[config.mk]
export PLATFORM = sky130hd
export DESIGN_NAME = triangle_isoline_segments
export DESIGN_NICKNAME = d
export VERILOG_FILES = /design/src/rtl/tis_pkg.sv /design/src/rtl/tis_div.sv /design/src/rtl/tis_fifo.sv /design/src/rtl/tis_front.sv /design/src/rtl/tis_back.sv /design/src/rtl/triangle_isoline_segments.sv
export SDC_FILE = /design/constraint.sdc
export NUM_CORES = 2
export LEC_CHECK = 0
export CAP_MARGIN = 20
export CORE_ASPECT_RATIO = 1.5
export CORE_MARGIN = 3
export CORE_UTILIZATION = 61
export CTS_CLUSTER_DIAMETER = 200
export DETAILED_ROUTE_END_ITERATION = 8
export DONT_BUFFER_PORTS = 1
export HOLD_SLACK_MARGIN = 0.08
export PLACE_DENSITY_LB_ADDON = 0.15
export SLEW_MARGIN = 10
export SYNTH_ARGS = -nofsm -noshare
export SYNTH_HDL_FRONTEND = slang
export SYNTH_SLANG_ARGS = --single-unit
[constraint.sdc]
create_clock -name clk -period 38.7 [get_ports clk]
set_input_delay 3.87 -clock clk [delete_from_list [all_inputs] [get_ports clk]]
set_output_delay 3.87 -clock clk [all_outputs]
set_load 0.05 [all_outputs]
[src/rtl/tis_pkg.sv]
// ----------------------------------------------------------------------------
// tis_pkg: shared types and constants for the triangle isoline block
// Word layouts of both channels, the queue entry and the state encodings.
// ----------------------------------------------------------------------------
package tis_pkg;

    localparam int COORD_W          = 24;
    localparam int DIST_W           = 24;
    localparam int CNT_W            = 7;
    localparam int MAX_SEGMENTS_DEF = 33;
    localparam int QUEUE_DEPTH_DEF  = 2;
    localparam logic [DIST_W-1:0] STEP_RESET = 24'd65536;

    typedef struct packed {
        logic signed [COORD_W-1:0] first_x;
        logic signed [COORD_W-1:0] first_y;
        logic signed [COORD_W-1:0] first_z;
        logic signed [COORD_W-1:0] second_x;
        logic signed [COORD_W-1:0] second_y;
        logic signed [COORD_W-1:0] second_z;
        logic signed [COORD_W-1:0] third_x;
        logic signed [COORD_W-1:0] third_y;
        logic signed [COORD_W-1:0] third_z;
        logic        [DIST_W-1:0]  first_dist;
        logic        [DIST_W-1:0]  second_dist;
        logic        [DIST_W-1:0]  third_dist;
    } tri_word_t;

    typedef struct packed {
        logic signed [COORD_W-1:0] start_x;
        logic signed [COORD_W-1:0] start_y;
        logic signed [COORD_W-1:0] start_z;
        logic signed [COORD_W-1:0] end_x;
        logic signed [COORD_W-1:0] end_y;
        logic signed [COORD_W-1:0] end_z;
        logic        [DIST_W-1:0]  level_index;
        logic                      last_segment;
        logic                      truncated;
    } seg_word_t;

    typedef struct packed {
        tri_word_t            tri_data;
        logic [DIST_W-1:0]    k;
        logic [DIST_W-1:0]    lvl;
        logic [DIST_W-1:0]    step;
        logic [CNT_W-1:0]     count;
        logic                 trunc;
    } job_t;

    typedef enum logic [1:0] {
        F_IDLE,
        F_DIV_LO,
        F_DIV_HI,
        F_PUSH
    } front_state_t;

    typedef enum logic [2:0] {
        B_IDLE,
        B_MUL,
        B_DIV,
        B_WAIT,
        B_OUT
    } back_state_t;

endpackage

[src/rtl/tis_div.sv]
// ----------------------------------------------------------------------------
// tis_div: restoring divider, one quotient bit per cycle
// The high part of the dividend must be below the divisor.
// ----------------------------------------------------------------------------
module tis_div #(
    parameter int Q_W = 24,
    parameter int D_W = 24
) (
    input  logic           clk,
    input  logic           rst_n,
    input  logic           start,
    input  logic [D_W-1:0] hi,
    input  logic [Q_W-1:0] lo,
    input  logic [D_W-1:0] den,
    output logic           done,
    output logic [Q_W-1:0] quo,
    output logic [D_W-1:0] rem
);

    localparam int CW = (Q_W > 1) ? $clog2(Q_W) : 1;

    logic [D_W-1:0] rem_reg, rem_next;
    logic [Q_W-1:0] quo_reg, quo_next;
    logic [D_W-1:0] den_reg;
    logic [CW-1:0]  cnt_reg;
    logic           run_reg;
    logic           done_reg;
    logic [D_W:0]   trial;

    always_comb
    begin
        trial = {rem_reg, quo_reg[Q_W-1]} - {1'b0, den_reg};
        if (!trial[D_W])
        begin
            rem_next = trial[D_W-1:0];
            quo_next = {quo_reg[Q_W-2:0], 1'b1};
        end
        else
        begin
            rem_next = {rem_reg[D_W-2:0], quo_reg[Q_W-1]};
            quo_next = {quo_reg[Q_W-2:0], 1'b0};
        end
    end

    always_ff @(posedge clk or negedge rst_n)
    begin
        if (!rst_n)
        begin
            run_reg  <= 1'b0;
            done_reg <= 1'b0;
            cnt_reg  <= '0;
        end
        else
        begin
            done_reg <= 1'b0;
            if (start)
            begin
                run_reg <= 1'b1;
                cnt_reg <= '0;
            end
            else if (run_reg)
            begin
                cnt_reg <= cnt_reg + 1'b1;
                if (cnt_reg == CW'(Q_W - 1))
                begin
                    run_reg  <= 1'b0;
                    done_reg <= 1'b1;
                end
            end
        end
    end

    always_ff @(posedge clk)
    begin
        if (start)
        begin
            rem_reg <= hi;
            quo_reg <= lo;
            den_reg <= den;
        end
        else if (run_reg)
        begin
            rem_reg <= rem_next;
            quo_reg <= quo_next;
        end
    end

    assign done = done_reg;
    assign quo  = quo_reg;
    assign rem  = rem_reg;

endmodule

[src/rtl/tis_fifo.sv]
// ----------------------------------------------------------------------------
// tis_fifo: short queue of classified triangles
// Sits between the front and back parts so that each can stall on its own.
// ----------------------------------------------------------------------------
module tis_fifo
    import tis_pkg::*;
#(
    parameter int DEPTH = QUEUE_DEPTH_DEF
) (
    input  logic clk,
    input  logic rst_n,
    input  logic push,
    input  job_t push_data,
    output logic full,
    input  logic pop,
    output job_t pop_data,
    output logic empty
);

    localparam int PW = (DEPTH > 1) ? $clog2(DEPTH) : 1;
    localparam int NW = $clog2(DEPTH + 1);

    job_t          mem [DEPTH];
    logic [PW-1:0] wr_reg;
    logic [PW-1:0] rd_reg;
    logic [NW-1:0] num_reg;
    logic          do_push;
    logic          do_pop;

    assign full     = (num_reg == NW'(DEPTH));
    assign empty    = (num_reg == '0);
    assign do_push  = push && !full;
    assign do_pop   = pop && !empty;
    assign pop_data = mem[rd_reg];

    always_ff @(posedge clk or negedge rst_n)
    begin
        if (!rst_n)
        begin
            wr_reg  <= '0;
            rd_reg  <= '0;
            num_reg <= '0;
        end
        else
        begin
            if (do_push)
                wr_reg <= (wr_reg == PW'(DEPTH - 1)) ? '0 : wr_reg + 1'b1;
            if (do_pop)
                rd_reg <= (rd_reg == PW'(DEPTH - 1)) ? '0 : rd_reg + 1'b1;
            if (do_push && !do_pop)
                num_reg <= num_reg + 1'b1;
            else if (do_pop && !do_push)
                num_reg <= num_reg - 1'b1;
        end
    end

    always_ff @(posedge clk)
    begin
        if (do_push)
            mem[wr_reg] <= push_data;
    end

endmodule

[src/rtl/tis_front.sv]
// ----------------------------------------------------------------------------
// tis_front: accepts triangles and works out their level range
// Divides the least and greatest distance by the step and queues any level range found.
// ----------------------------------------------------------------------------
module tis_front
    import tis_pkg::*;
#(
    parameter int MAX_SEGMENTS = MAX_SEGMENTS_DEF
) (
    input  logic              clk,
    input  logic              rst_n,
    input  logic [DIST_W-1:0] iso_step,
    input  logic              tri_valid,
    output logic              tri_ready,
    input  tri_word_t         tri_word,
    output logic              push,
    output job_t              push_data,
    input  logic              full
);

    front_state_t      state_reg, state_next;
    tri_word_t         tri_reg;
    logic [DIST_W-1:0] dmin_reg, dmax_reg, step_reg;
    logic [DIST_W-1:0] qlo_reg, rlo_reg;
    job_t              job_reg, job_next;
    logic              job_load;
    logic              lo_load;
    logic              tri_load;

    logic [DIST_W-1:0] dmin_c, dmax_c, step_c;
    logic              div_start, div_done;
    logic [DIST_W-1:0] div_lo, div_den, div_quo, div_rem;
    logic [DIST_W:0]   kmin, kmax, levels;
    logic              trunc;

    always_comb
    begin
        dmin_c = tri_word.first_dist;
        dmax_c = tri_word.first_dist;
        if (tri_word.second_dist < dmin_c) dmin_c = tri_word.second_dist;
        if (tri_word.second_dist > dmax_c) dmax_c = tri_word.second_dist;
        if (tri_word.third_dist < dmin_c) dmin_c = tri_word.third_dist;
        if (tri_word.third_dist > dmax_c) dmax_c = tri_word.third_dist;
        step_c = (iso_step == '0) ? DIST_W'(1) : iso_step;
    end

    assign div_lo  = (state_reg == F_IDLE) ? dmin_c : dmax_reg;
    assign div_den = (state_reg == F_IDLE) ? step_c : step_reg;

    tis_div #(
        .Q_W(DIST_W),
        .D_W(DIST_W)
    ) u_div (
        .clk   (clk),
        .rst_n (rst_n),
        .start (div_start),
        .hi    ('0),
        .lo    (div_lo),
        .den   (div_den),
        .done  (div_done),
        .quo   (div_quo),
        .rem   (div_rem)
    );

    always_comb
    begin
        kmin   = {1'b0, qlo_reg} + {{DIST_W{1'b0}}, (rlo_reg != '0)};
        kmax   = {1'b0, div_quo};
        levels = kmax - kmin + 1'b1;
        trunc  = levels > (DIST_W + 1)'(MAX_SEGMENTS);
        job_next.tri_data = tri_reg;
        job_next.k        = kmin[DIST_W-1:0];
        job_next.lvl      = (rlo_reg == '0) ? dmin_reg : dmin_reg - rlo_reg + step_reg;
        job_next.step     = step_reg;
        job_next.count    = trunc ? CNT_W'(MAX_SEGMENTS) : levels[CNT_W-1:0];
        job_next.trunc    = trunc;
    end

    always_comb
    begin
        state_next = state_reg;
        tri_ready  = 1'b0;
        div_start  = 1'b0;
        tri_load   = 1'b0;
        lo_load    = 1'b0;
        job_load   = 1'b0;
        push       = 1'b0;
        unique case (state_reg)
            F_IDLE:
            begin
                tri_ready = 1'b1;
                if (tri_valid && (dmin_c != dmax_c))
                begin
                    tri_load   = 1'b1;
                    div_start  = 1'b1;
                    state_next = F_DIV_LO;
                end
            end
            F_DIV_LO:
            begin
                if (div_done)
                begin
                    lo_load    = 1'b1;
                    div_start  = 1'b1;
                    state_next = F_DIV_HI;
                end
            end
            F_DIV_HI:
            begin
                if (div_done)
                begin
                    if (kmax >= kmin)
                    begin
                        job_load   = 1'b1;
                        state_next = F_PUSH;
                    end
                    else
                        state_next = F_IDLE;
                end
            end
            F_PUSH:
            begin
                push = 1'b1;
                if (!full)
                    state_next = F_IDLE;
            end
            default:
                state_next = F_IDLE;
        endcase
    end

    always_ff @(posedge clk or negedge rst_n)
    begin
        if (!rst_n)
            state_reg <= F_IDLE;
        else
            state_reg <= state_next;
    end

    always_ff @(posedge clk)
    begin
        if (tri_load)
        begin
            tri_reg  <= tri_word;
            dmin_reg <= dmin_c;
            dmax_reg <= dmax_c;
            step_reg <= step_c;
        end
        if (lo_load)
        begin
            qlo_reg <= div_quo;
            rlo_reg <= div_rem;
        end
        if (job_load)
            job_reg <= job_next;
    end

    assign push_data = job_reg;

endmodule

[src/rtl/tis_back.sv]
// ----------------------------------------------------------------------------
// tis_back: walks the levels of a queued triangle and builds its segments
// One multiply and one shared divider interpolate each crossing coordinate.
// ----------------------------------------------------------------------------
module tis_back
    import tis_pkg::*;
(
    input  logic      clk,
    input  logic      rst_n,
    input  logic      empty,
    input  job_t      pop_data,
    output logic      pop,
    output logic      seg_valid,
    input  logic      seg_ready,
    output seg_word_t seg_word
);

    localparam int SUM_W = 2 * DIST_W + 1;
    localparam int Q_W   = COORD_W + 1;

    back_state_t             state_reg, state_next;
    job_t                    job_reg;
    logic                    pt_reg;
    logic [1:0]              c_reg;
    logic signed [2*Q_W-1:0] prod_reg;
    logic signed [DIST_W:0]  den_reg;
    logic signed [COORD_W-1:0] a_reg;
    logic [COORD_W-1:0]      pts_reg [6];
    seg_word_t               out_reg;
    logic                    out_valid_reg;

    logic                    job_load, mul_load, pt_store, out_load, lvl_adv;
    logic [DIST_W-1:0]       vd [3];
    logic signed [COORD_W-1:0] vc [3][3];
    logic [2:0]              hit;
    logic [1:0]              e0, e1, edge_sel, edge_nb;
    logic [DIST_W-1:0]       pa, pb;
    logic signed [COORD_W-1:0] ca, cb;
    logic signed [Q_W-1:0]   num, diff;
    logic signed [DIST_W:0]  den_c;
    logic signed [2*Q_W-1:0] prod_c;
    logic [2*Q_W-1:0]        up_full;
    logic [DIST_W:0]         ud_full;
    logic [SUM_W-1:0]        sum;
    logic                    div_start, div_done;
    logic [Q_W-1:0]          div_quo;
    logic [DIST_W-1:0]       div_rem;
    logic [COORD_W+1:0]      res;
    logic [2:0]              pidx;
    logic                    out_free;

    always_comb
    begin
        vd[0] = job_reg.tri_data.first_dist;
        vd[1] = job_reg.tri_data.second_dist;
        vd[2] = job_reg.tri_data.third_dist;
        vc[0][0] = job_reg.tri_data.first_x;
        vc[0][1] = job_reg.tri_data.first_y;
        vc[0][2] = job_reg.tri_data.first_z;
        vc[1][0] = job_reg.tri_data.second_x;
        vc[1][1] = job_reg.tri_data.second_y;
        vc[1][2] = job_reg.tri_data.second_z;
        vc[2][0] = job_reg.tri_data.third_x;
        vc[2][1] = job_reg.tri_data.third_y;
        vc[2][2] = job_reg.tri_data.third_z;
        for (int e = 0; e < 3; e++)
        begin
            hit[e] = !((vd[e] > job_reg.lvl) && (vd[(e + 1) % 3] > job_reg.lvl))
                  && !((vd[e] < job_reg.lvl) && (vd[(e + 1) % 3] < job_reg.lvl))
                  && !((vd[e] == job_reg.lvl) && (vd[(e + 1) % 3] == job_reg.lvl))
                  && (vd[e] != vd[(e + 1) % 3]);
        end
    end

    always_comb
    begin
        e0 = hit[0] ? 2'd0 : (hit[1] ? 2'd1 : 2'd2);
        e1 = (hit[0] && hit[1]) ? 2'd1 : 2'd2;
        edge_sel = pt_reg ? e1 : e0;
        edge_nb  = (edge_sel == 2'd2) ? 2'd0 : edge_sel + 2'd1;
        pa = vd[edge_sel];
        pb = vd[edge_nb];
        ca = vc[edge_sel][c_reg];
        cb = vc[edge_nb][c_reg];
        num    = $signed({1'b0, job_reg.lvl}) - $signed({1'b0, pa});
        diff   = $signed({cb[COORD_W-1], cb}) - $signed({ca[COORD_W-1], ca});
        den_c  = $signed({1'b0, pb}) - $signed({1'b0, pa});
        prod_c = num * diff;
    end

    always_comb
    begin
        up_full = prod_reg[2*Q_W-1] ? -prod_reg : prod_reg;
        ud_full = den_reg[DIST_W] ? -den_reg : den_reg;
        sum = {1'b0, up_full[2*DIST_W-1:0]}
            + {{(DIST_W + 2){1'b0}}, ud_full[DIST_W-1:1]};
        if (prod_reg[2*Q_W-1] ^ den_reg[DIST_W])
            res = {{2{a_reg[COORD_W-1]}}, a_reg} - {1'b0, div_quo};
        else
            res = {{2{a_reg[COORD_W-1]}}, a_reg} + {1'b0, div_quo};
        pidx = pt_reg ? (3'd3 + {1'b0, c_reg}) : {1'b0, c_reg};
    end

    tis_div #(
        .Q_W(Q_W),
        .D_W(DIST_W)
    ) u_div (
        .clk   (clk),
        .rst_n (rst_n),
        .start (div_start),
        .hi    (sum[SUM_W-1:Q_W]),
        .lo    (sum[Q_W-1:0]),
        .den   (ud_full[DIST_W-1:0]),
        .done  (div_done),
        .quo   (div_quo),
        .rem   (div_rem)
    );

    assign out_free = !out_valid_reg || seg_ready;

    always_comb
    begin
        state_next = state_reg;
        pop        = 1'b0;
        job_load   = 1'b0;
        mul_load   = 1'b0;
        div_start  = 1'b0;
        pt_store   = 1'b0;
        out_load   = 1'b0;
        lvl_adv    = 1'b0;
        unique case (state_reg)
            B_IDLE:
            begin
                if (!empty)
                begin
                    pop        = 1'b1;
                    job_load   = 1'b1;
                    state_next = B_MUL;
                end
            end
            B_MUL:
            begin
                mul_load   = 1'b1;
                state_next = B_DIV;
            end
            B_DIV:
            begin
                div_start  = 1'b1;
                state_next = B_WAIT;
            end
            B_WAIT:
            begin
                if (div_done)
                begin
                    pt_store = 1'b1;
                    if (pt_reg && (c_reg == 2'd2))
                        state_next = B_OUT;
                    else
                        state_next = B_MUL;
                end
            end
            B_OUT:
            begin
                if (out_free)
                begin
                    out_load = 1'b1;
                    lvl_adv  = 1'b1;
                    state_next = (job_reg.count == CNT_W'(1)) ? B_IDLE : B_MUL;
                end
            end
            default:
                state_next = B_IDLE;
        endcase
    end

    always_ff @(posedge clk or negedge rst_n)
    begin
        if (!rst_n)
        begin
            state_reg     <= B_IDLE;
            out_valid_reg <= 1'b0;
            pt_reg        <= 1'b0;
            c_reg         <= 2'd0;
        end
        else
        begin
            state_reg <= state_next;
            if (out_load)
                out_valid_reg <= 1'b1;
            else if (seg_ready)
                out_valid_reg <= 1'b0;
            if (job_load || lvl_adv)
            begin
                pt_reg <= 1'b0;
                c_reg  <= 2'd0;
            end
            else if (pt_store)
            begin
                if (c_reg == 2'd2)
                begin
                    c_reg  <= 2'd0;
                    pt_reg <= 1'b1;
                end
                else
                    c_reg <= c_reg + 2'd1;
            end
        end
    end

    always_ff @(posedge clk)
    begin
        if (job_load)
            job_reg <= pop_data;
        else if (lvl_adv)
        begin
            job_reg.count <= job_reg.count - 1'b1;
            job_reg.k     <= job_reg.k + 1'b1;
            job_reg.lvl   <= job_reg.lvl + job_reg.step;
        end
        if (mul_load)
        begin
            prod_reg <= prod_c;
            den_reg  <= den_c;
            a_reg    <= ca;
        end
        if (pt_store)
            pts_reg[pidx] <= res[COORD_W-1:0];
        if (out_load)
        begin
            out_reg.start_x      <= pts_reg[0];
            out_reg.start_y      <= pts_reg[1];
            out_reg.start_z      <= pts_reg[2];
            out_reg.end_x        <= pts_reg[3];
            out_reg.end_y        <= pts_reg[4];
            out_reg.end_z        <= pts_reg[5];
            out_reg.level_index  <= job_reg.k;
            out_reg.last_segment <= (job_reg.count == CNT_W'(1));
            out_reg.truncated    <= job_reg.trunc;
        end
    end

    assign seg_valid = out_valid_reg;
    assign seg_word  = out_reg;

endmodule

[src/rtl/triangle_isoline_segments.sv]
// ----------------------------------------------------------------------------
// triangle_isoline_segments: contour segments of one triangle per word
// Top level joining the classifying front, the queue and the segment back.
// ----------------------------------------------------------------------------
// Usage:
// A triangle word enters on tri_valid/tri_ready. The block emits one segment
// word on seg_valid/seg_ready for each contour level k*iso_step between the
// least and greatest vertex distance, lowest level first, at most
// MAX_SEGMENTS of them; the final one carries last_segment. A triangle whose
// distances are all equal, or that spans no level, gives no word.
// The front performs two step divisions per triangle.
// The back performs six interpolations per segment, each a multiply and a
// division on one shared divider.
// A queue of QUEUE_DEPTH triangles lets the front take new words while the
// back works or while a finished segment waits in the output register.
// When the receiver stalls the segment word holds and the back waits.
// iso_step is written on cfg_valid/cfg_ready (always ready); the user must write it only while idle (not enforced).
// Reset clears all control state and sets iso_step to 1.0.
// ----------------------------------------------------------------------------
module triangle_isoline_segments
    import tis_pkg::*;
#(
    parameter int MAX_SEGMENTS = MAX_SEGMENTS_DEF,
    parameter int QUEUE_DEPTH  = QUEUE_DEPTH_DEF
) (
    input  logic              clk,
    input  logic              rst_n,
    input  logic              cfg_valid,
    output logic              cfg_ready,
    input  logic [DIST_W-1:0] cfg_data,
    input  logic              tri_valid,
    output logic              tri_ready,
    input  tri_word_t         tri_word,
    output logic              seg_valid,
    input  logic              seg_ready,
    output seg_word_t         seg_word
);

    logic [DIST_W-1:0] iso_step_reg;
    logic              push, full, pop, empty;
    job_t              push_data, pop_data;

    assign cfg_ready = 1'b1;

    always_ff @(posedge clk or negedge rst_n)
    begin
        if (!rst_n)
            iso_step_reg <= STEP_RESET;
        else if (cfg_valid)
            iso_step_reg <= cfg_data;
    end

    tis_front #(
        .MAX_SEGMENTS(MAX_SEGMENTS)
    ) u_front (
        .clk       (clk),
        .rst_n     (rst_n),
        .iso_step  (iso_step_reg),
        .tri_valid (tri_valid),
        .tri_ready (tri_ready),
        .tri_word  (tri_word),
        .push      (push),
        .push_data (push_data),
        .full      (full)
    );

    tis_fifo #(
        .DEPTH(QUEUE_DEPTH)
    ) u_fifo (
        .clk       (clk),
        .rst_n     (rst_n),
        .push      (push),
        .push_data (push_data),
        .full      (full),
        .pop       (pop),
        .pop_data  (pop_data),
        .empty     (empty)
    );

    tis_back u_back (
        .clk       (clk),
        .rst_n     (rst_n),
        .empty     (empty),
        .pop_data  (pop_data),
        .pop       (pop),
        .seg_valid (seg_valid),
        .seg_ready (seg_ready),
        .seg_word  (seg_word)
    );

endmodule

**After elaboration in Yosys (flattened, before gate mapping)**

Memory sizes are Yosys's and may differ from the RTL's. A register that Yosys moved wholly into a read port is not among the register bits.
Index checks and enable logic that the tools add are counted.

- Register bits after elaboration: 1465
- Memory bits (writable): 880
- Bits of input ports: 317
- Output and inout bits: 173
- Logic and storage cells: 312
- Memories: 2

- Add/subtract/negate cells: 27
- $mul: 1
- Magnitude comparators: 15
- Equality and inequality tests: 26
- Multiplexer cells: 111
- Bitwise logic cells: 4
- Reduce and logical (&&, ||, !) cells: 48

Memories:

| name | depth | bits a word | rd ports | clocked after memory_dff | write ports | RTL line | text |
|---|---|---|---|---|---|---|---|
| u_fifo.mem | 2 | 368 | 1 | 0 | 1 | tis_fifo.sv:23 | `job_t mem [DEPTH];` |
| u_back.pts_reg | 6 | 24 | 6 | 6 | 1 | tis_back.sv:28 | `logic [COORD_W-1:0] pts_reg [6];` |

Operator list:

| cell | number |
|---|---|
| $mux W24 | 24 |
| $bmux W72 S2 | 2 |
| $mux W72 | 4 |
| $bmux W24 S2 | 4 |
| $mux W48 | 3 |
| $gt A24 B24 Y1 | 5 |
| $lt A24 B24 Y1 | 5 |
| $sub A24 B24 Y25 | 3 |
| $add A24 B24 Y24 | 3 |
| $eq A24 B24 Y1 | 3 |
| $ne A24 B24 Y1 | 3 |
| $mul A25 B25 Y50 | 1 |
| $mux W25 | 2 |
| $sub A25 B24 Y25 | 2 |
| $add A48 B23 Y49 | 1 |
| $logic_not A24 Y1 | 2 |
| $neg A48 Y48 | 1 |
| $sub A24 B24 Y24 | 2 |
| $mux W1 | 43 |
| $mux W2 | 15 |
| $add A24 B1 Y25 | 1 |
| $add A25 B1 Y25 const B | 1 |
| $ge A24 B25 Y1 | 1 |
| $gt A25 B6 Y1 const B | 1 |
| 37 further kinds | 100 |

**Longest topological paths before layout**

- Depth after elaboration: 20
- Gate-level depth with buffers: 62
- Mapped depth without buffers: 57

**Cells and area by module**

From an unflattened synthesis, not the netlist that was laid out.

- Cells, all modules: 9876
- Area, all modules: 131835.2 um^2

By module, submodules not included:

| module | times used | cells an instance | area each (um^2) | sequential area each (um^2) |
|---|---|---|---|---|
| tis_back | 1 | 5764 | 62525.0 | 23597.6 |
| tis_front | 1 | 2057 | 32070.8 | 23352.4 |
| tis_fifo | 1 | 1164 | 26872.0 | 22201.3 |
| tis_div at u_front.u_div | 1 | 416 | 4687.0 | 2337.2 |
| tis_div at u_back.u_div | 1 | 422 | 4670.7 | 2367.3 |
| triangle_isoline_segments | 1 | 53 | 1009.7 | 601.8 |

**Least setup slack after synthesis**

OpenSTA, ideal clock, no wires.

- Path kind: input port to flip-flop
- Start: in tri_word[70] (netlist name)
- End: reg u_front.dmax_reg[0] (enable)
- Library setup time: 1.206 ns
- Data arrival time: 25.845 ns
- Data required time: 37.494 ns
- Path slack: 11.649 ns
- Stages on the path: 25
- Path buffers: 6
- Cell sequence: inv_1 > ha_1 > a21oi_1 > nand2_1 > a221oi_1 > o21ai_1 > o21ai_0 > buf_2 > buf_6 > buf_2 > mux2i_1 > ha_1 > nand4_1 > nor3_1 > a21boi_0 > o41a_1 > o21ai_0 > clkbuf_1 > clkbuf_1 > clkbuf_1 > nand3_1 > o21ai_0 > a211o_1 > nor3_1 > a21oi_1

- Cells in the longest elaborated chain, start to end: 8
- Elaborated cells on any way between the ends: 12
- Classes of those cells: 4 x order compare; 1 x eq/ne; 6 x mux; 1 x reduce/logical

RTL lines:

| element | RTL line | text |
|---|---|---|
| start, declared | triangle_isoline_segments.sv:33 | `input tri_word_t tri_word,` |
| $lt A24 B24 Y1 or $gt A24 B24 Y1 (tied branches) | tis_front.sv:40, tis_front.sv:41 |  |
| $mux W24 (on tied branches) | tis_front.sv:40, tis_front.sv:41 |  |
| $lt A24 B24 Y1 or $gt A24 B24 Y1 (tied branches) | tis_front.sv:42, tis_front.sv:43 |  |
| $mux W24 (on tied branches) | tis_front.sv:42, tis_front.sv:43 |  |
| $ne A24 B24 Y1 (*) | tis_front.sv:92 | `if (tri_valid && (dmin_c != dmax_c))` |
| $logic_and A1 B1 Y1 (*) | tis_front.sv:92 |  |
| $mux W1 (*) | tis_front.sv:92 |  |
| $mux W1 (*) | tis_front.sv:88 | `unique case (state_reg)` |
| via u_front.tri_load | tis_front.sv:28 | `logic tri_load;` |
| end signal, assigned | tis_front.sv:146 | `dmax_reg <= dmax_c;` |
| end, declared | tis_front.sv:23 | `logic [DIST_W-1:0] dmin_reg, dmax_reg, step_reg;` |

The timed path passes the listed nets; every way through them passes the cells marked *.
A chain may end at the register's enable or synchronous reset.

**Final worst setup path**

- Start: reg u_back.job_reg[49] (netlist name)
- End: reg u_back.prod_reg[49], data pin

- Elaborated cells on any way between the ends: 55
- Classes of those cells: 3 x add/sub; 1 x mul; 6 x order compare; 4 x eq/ne; 20 x mux; 2 x bitwise; 19 x reduce/logical

RTL lines:

| element | RTL line | text |
|---|---|---|
| start, declared | tis_back.sv:22 | `job_t job_reg;` |
| start signal, assigned | tis_back.sv:213 | `job_reg <= pop_data;` |
| $gt A24 B24 Y1, or another cell as far along | tis_back.sv:68 | `hit[e] = !((vd[e] > job_reg.lvl) && (vd[(e + 1) % 3] > job_reg.lvl))` |
| $logic_and A1 B1 Y1 (on tied branches) | tis_back.sv:68, tis_back.sv:69 |  |
| $logic_not A1 Y1 (on tied branches) | tis_back.sv:68, tis_back.sv:69 |  |
| $logic_and A1 B1 Y1 | tis_back.sv:69 | `&& !((vd[e] < job_reg.lvl) && (vd[(e + 1) % 3] < job_reg.lvl))` |
| $logic_and A1 B1 Y1 | tis_back.sv:70 | `&& !((vd[e] == job_reg.lvl) && (vd[(e + 1) % 3] == job_reg.lvl))` |
| $logic_and A1 B1 Y1 | tis_back.sv:71 | `&& (vd[e] != vd[(e + 1) % 3]);` |
| $mux W2 or $logic_and A1 B1 Y1 (tied branches) | tis_back.sv:77, tis_back.sv:78 |  |
| $mux W2 (on tied branches) | tis_back.sv:77, tis_back.sv:78 |  |
| (+2 left out) | n/a |  |
| $bmux W72 S2 (*) | tis_back.sv:83 | `ca = vc[edge_sel][c_reg];` |
| $mux W72 (not written as such) (*) (2 in a row) | tis_back.sv:83 |  |
| $bmux W24 S2 (*) | tis_back.sv:83 |  |
| $mux W24 (not written as such) (*) (2 in a row) | tis_back.sv:83 |  |
| via u_back.ca[0] | tis_back.sv:38 | `logic signed [COORD_W-1:0] ca, cb;` |
| $sub A24 B24 Y25 (*) | tis_back.sv:86 | `diff = $signed({cb[COORD_W-1], cb}) - $signed({ca[COORD_W-1], ca});` |
| $mul A25 B25 Y50 (*) | tis_back.sv:88 | `prod_c = num * diff;` |
| via u_back.prod_c[49] | tis_back.sv:41 | `logic signed [2*Q_W-1:0] prod_c;` |
| end signal, assigned | tis_back.sv:222 | `prod_reg <= prod_c;` |
| end, declared | tis_back.sv:25 | `logic signed [2*Q_W-1:0] prod_reg;` |

The timed path passes the listed nets; every way through them passes the cells marked *. The select of a mux whose other input is x is not followed.

==> flow_metrics.py <==
metrics = {
    "clock_tree": {
        "post-cts-setup-buffers": 0,
        "htreeDepth": 4,
        "cts_resized": 0,
        "cts.sinks": 2488,
        "hold_buffers": 0,
        "cts_root_buf": "clkbuf_16",
        "clockBufferDepth": 4,
        "path_clk_slew_ns": 0.07,
        "cts_tree": "yes",
        "cts_buffers": 224,
        "clk_latency_ns": 0.92,
    },
    "sta": {
        "fin_hold_ws_ns": 0.3803,
        "slew_viol_final": 0,
        "finalClockSkew_ns": 0.1326,
        "rsz0062_at_grt": "false",
        "relSlewSlack_pct": 16.88,
        "setup_viol": 0,
        "finalHoldViolCount": 0,
        "worst_slew_pin_slew_ns": 1.247,
        "fmax_mhz": 61.66,
        "period_share_pct": 41.91,
        "period_minus_slack_ns": 16.22,
        "fin_tns_setup_ns": 0,
    },
    "detailed_routing": {
        "antenna_left": 0,
        "vias": 78380,
        "wirelength_um": 358700,
        "drt_iter0_markers": 7263,
        "drc": 0,
        "first_pass_iters": 8,
        "via_per_inst": 6.131,
        "wl_per_cell_um": 28.06,
    },
    "worst_setup_path": {
        "path_max_fanout": 33,
        "slowest_stage": "a21boi_0",
        "rrSetupSlack_ns": 22.48,
        "rr_startpoint": "u_back.job_reg[49]$_DFFE_PN_",
        "critPathKind": "reg2reg",
        "cpMostUsedCell": "a21o_1",
        "r2r_end": "u_back.prod_reg[49]$_DFFE_PP_",
        "cpPeakStageDelay_ns": 0.78,
        "required_ns": 39.29,
        "end_kind": "register",
        "r2r_cells": 55,
        "crit_arrival_ns": 16.81,
        "setup.worst_path.start_class": "register",
    },
    "cells_and_area": {
        "largest_reg_flops": 736,
        "nNetsFinal": 11350,
        "syn_to_final_growth_pct": 8.574,
        "drive_gt1_share_pct": 10.22,
    },
    "floorplan": {
        "core_area_sq_um": 212100,
        "dieWidth_um": 383.2,
        "die_y_um": 571.8,
        "num_rows": 207,
        "initial_core_util_pct": 61.38,
        "die_area_sq_um": 219100,
        "io_pins": 490,
    },
    "global_routing": {
        "antenna_found_initial": 32,
        "grt_pass1_wl_um": 524000,
        "grt_max_degree": 170,
        "grt.overflow.total": 0,
        "met2_usage_pct": 54.71,
        "grt_usage_pct": 32.77,
        "grt_use_met1_pct": 39.47,
        "grt_pass1_vias": 80060,
        "top_usage_layer": "met2",
        "met3_usage_pct": 5.833,
    },
    "yosys": {
        "ys_types": 96,
        "synth.top_cell.area_share_pct": 55.65,
        "syn_area_sq_um": 130200,
        "syn_inst": 9728,
        "async_flop_share_pct": 2.050,
        "synth_area_per_cell_sq_um": 13.38,
        "synth-edff-count": 2413,
        "ys_ff_latch": 2488,
        "synth_nets": 11310,
        "synth_flop_cell": "edfxtp_1",
        "synth-warning-count": 0,
        "yosysSeqAreaShare_pct": 57.00,
        "synth_top_area_cell": "edfxtp_1",
        "synth_area_leaders": "edfxtp_1 (56%), fa_1 (11%), ha_1 (5.4%)",
    },
    "worst_hold_path": {
        "min_path_cells": 0,
        "hold_start": "u_back.pts_reg[4][22]$_DFFE_PP_",
        "min_to": "seg_word[72]$_DFFE_PP_",
        "worst_hold_path_type": "reg2reg",
    },
    "outcome": {
        "status": "finished, final reports clean",
    },
    "run": {
        "maxCapViolCount": 0,
    },
    "placement": {
        "dp_hpwl_um": 269800,
        "io_buffers": 0,
        "gp_congestion": 0.9897,
    },
}
-- metrics by stage --
step	setup WS, ns	cell area, sq um	instances	utilization, %
2_1_floorplan	11.65	130200	9728	-
4_1_cts	22.61	141200	12760	66.59
5_1_grt	21.60	141300	12770	66.62
3_3_place_gp	22.89	134100	12360	63.20
6_report	22.48	141400	12780	66.64
3_5_place_dp	22.61	134100	12360	63.21
-- worst max-delay path, delay by kind of cell (launching register included) --
family | cells | cell delay, ns
fa+ha+maj | 11 | 4.62
simple gates | 9 | 2.60
compound gates | 28 | 7.07
buf+inv | 5 | 0.99
flops | 1 | 0.43
xor+xnor | 2 | 0.19
-- Yosys cell counts, drive strengths merged, types with 26 or more instances --
library cell / n
a211oi: 62
a21o: 113
a21oi: 376
a31oi: 48
and2: 78
and3: 36
buf: 42
clkbuf: 290
dfrtp: 50
edfxtp: 2413
fa: 701
ha: 562
inv: 1012
mux2: 381
mux2i: 140
nand2: 735
nand2b: 79
nand3: 109
nand4: 70
nor2: 595
nor2b: 83
nor3: 136
nor4: 53
o21a: 83
o21ai: 293
o21bai: 27
o221ai: 84
o22a: 27
o22ai: 60
o31ai: 41
or2: 26
or3: 58
xnor2: 341
xor2: 188
-- per-layer routing --
metal	vias up	wire length, um
met5	-	171
met4	24	28190
met3	973	24870
met2	3302	174700
met1	39320	130800
li1	34750	-
-- cell families after synthesis --
| logic type | synth area share [%] |
|---|---|
| other | 0.005768 |
| and+or+nand+nor | 7.540 |
| adders and majority gates | 16.19 |
| DFF | 57.00 |
| muxes | 4.377 |
| buffers and inverters | 3.929 |
| AOI/OAI and AO/OA | 7.391 |
| xor gates and xnor gates | 3.559 |
-- cells in the final DEF, fill, tap and decap left out, drive strengths merged, types with 41 or more instances in the layout --
cell    Yosys  routed
o21ai     293     293
fa        701     701
a21oi     376     376
nor4       53      53
mux2i     140     140
o22ai      60      60
a21o      113     113
xnor2     341     341
a31oi      48      48
xor2      188     188
nor2b      83      83
nand3     109     109
nor3      136     136
or3        58      58
o21a       83      83
a211oi     62      62
and2       78      78
dfrtp      50      50
o31ai      41      41
ha        562     562
nand2     735     735
inv      1012    1031
nor2      595     595
buf        42     145
mux2      381     381
clkinv      4     103
nand2b     79      79
clkbuf    290     253
edfxtp   2413    2413
o221ai     84      84
nand4      70      70
-- area by class of cell --
| type | instances | area, sq um |
|---|---|---|
| Clock inverter | 152 | 1395 |
| Timing Repair Buffer | 145 | 1190 |
| Fill cell | 15090 | 70760 |
| Clock buffer | 253 | 5777 |
| Inverter | 1016 | 3821 |
| Antenna cell | 17 | 42.54 |
| Sequential cell | 2488 | 74220 |
| Tap cell | 2821 | 3530 |
| Multi-Input combinational cell | 5892 | 51380 |
-- worst max-delay path by stage --
stage | from | end | slack (ns)
finish | u_back.job_reg[49]$_DFFE_PN_ | u_back.prod_reg[49]$_DFFE_PP_ | 22.48
floorplan | tri_word[70] | u_front.dmax_reg[0]$_DFFE_PP_ | 11.65
CTS | u_back.job_reg[49]$_DFFE_PN_ | u_back.prod_reg[49]$_DFFE_PP_ | 22.61
detailed placement | u_back.job_reg[49]$_DFFE_PN_ | u_back.prod_reg[49]$_DFFE_PP_ | 22.61
global route | u_back.job_reg[41]$_DFFE_PN_ | u_back.prod_reg[49]$_DFFE_PP_ | 21.60
global placement | u_back.job_reg[49]$_DFFE_PN_ | u_back.prod_reg[49]$_DFFE_PP_ | 22.89
Power is left out: the tool's default activity adds up to more than one toggle a clock period on the data nets, which glitch-free logic cannot reach.
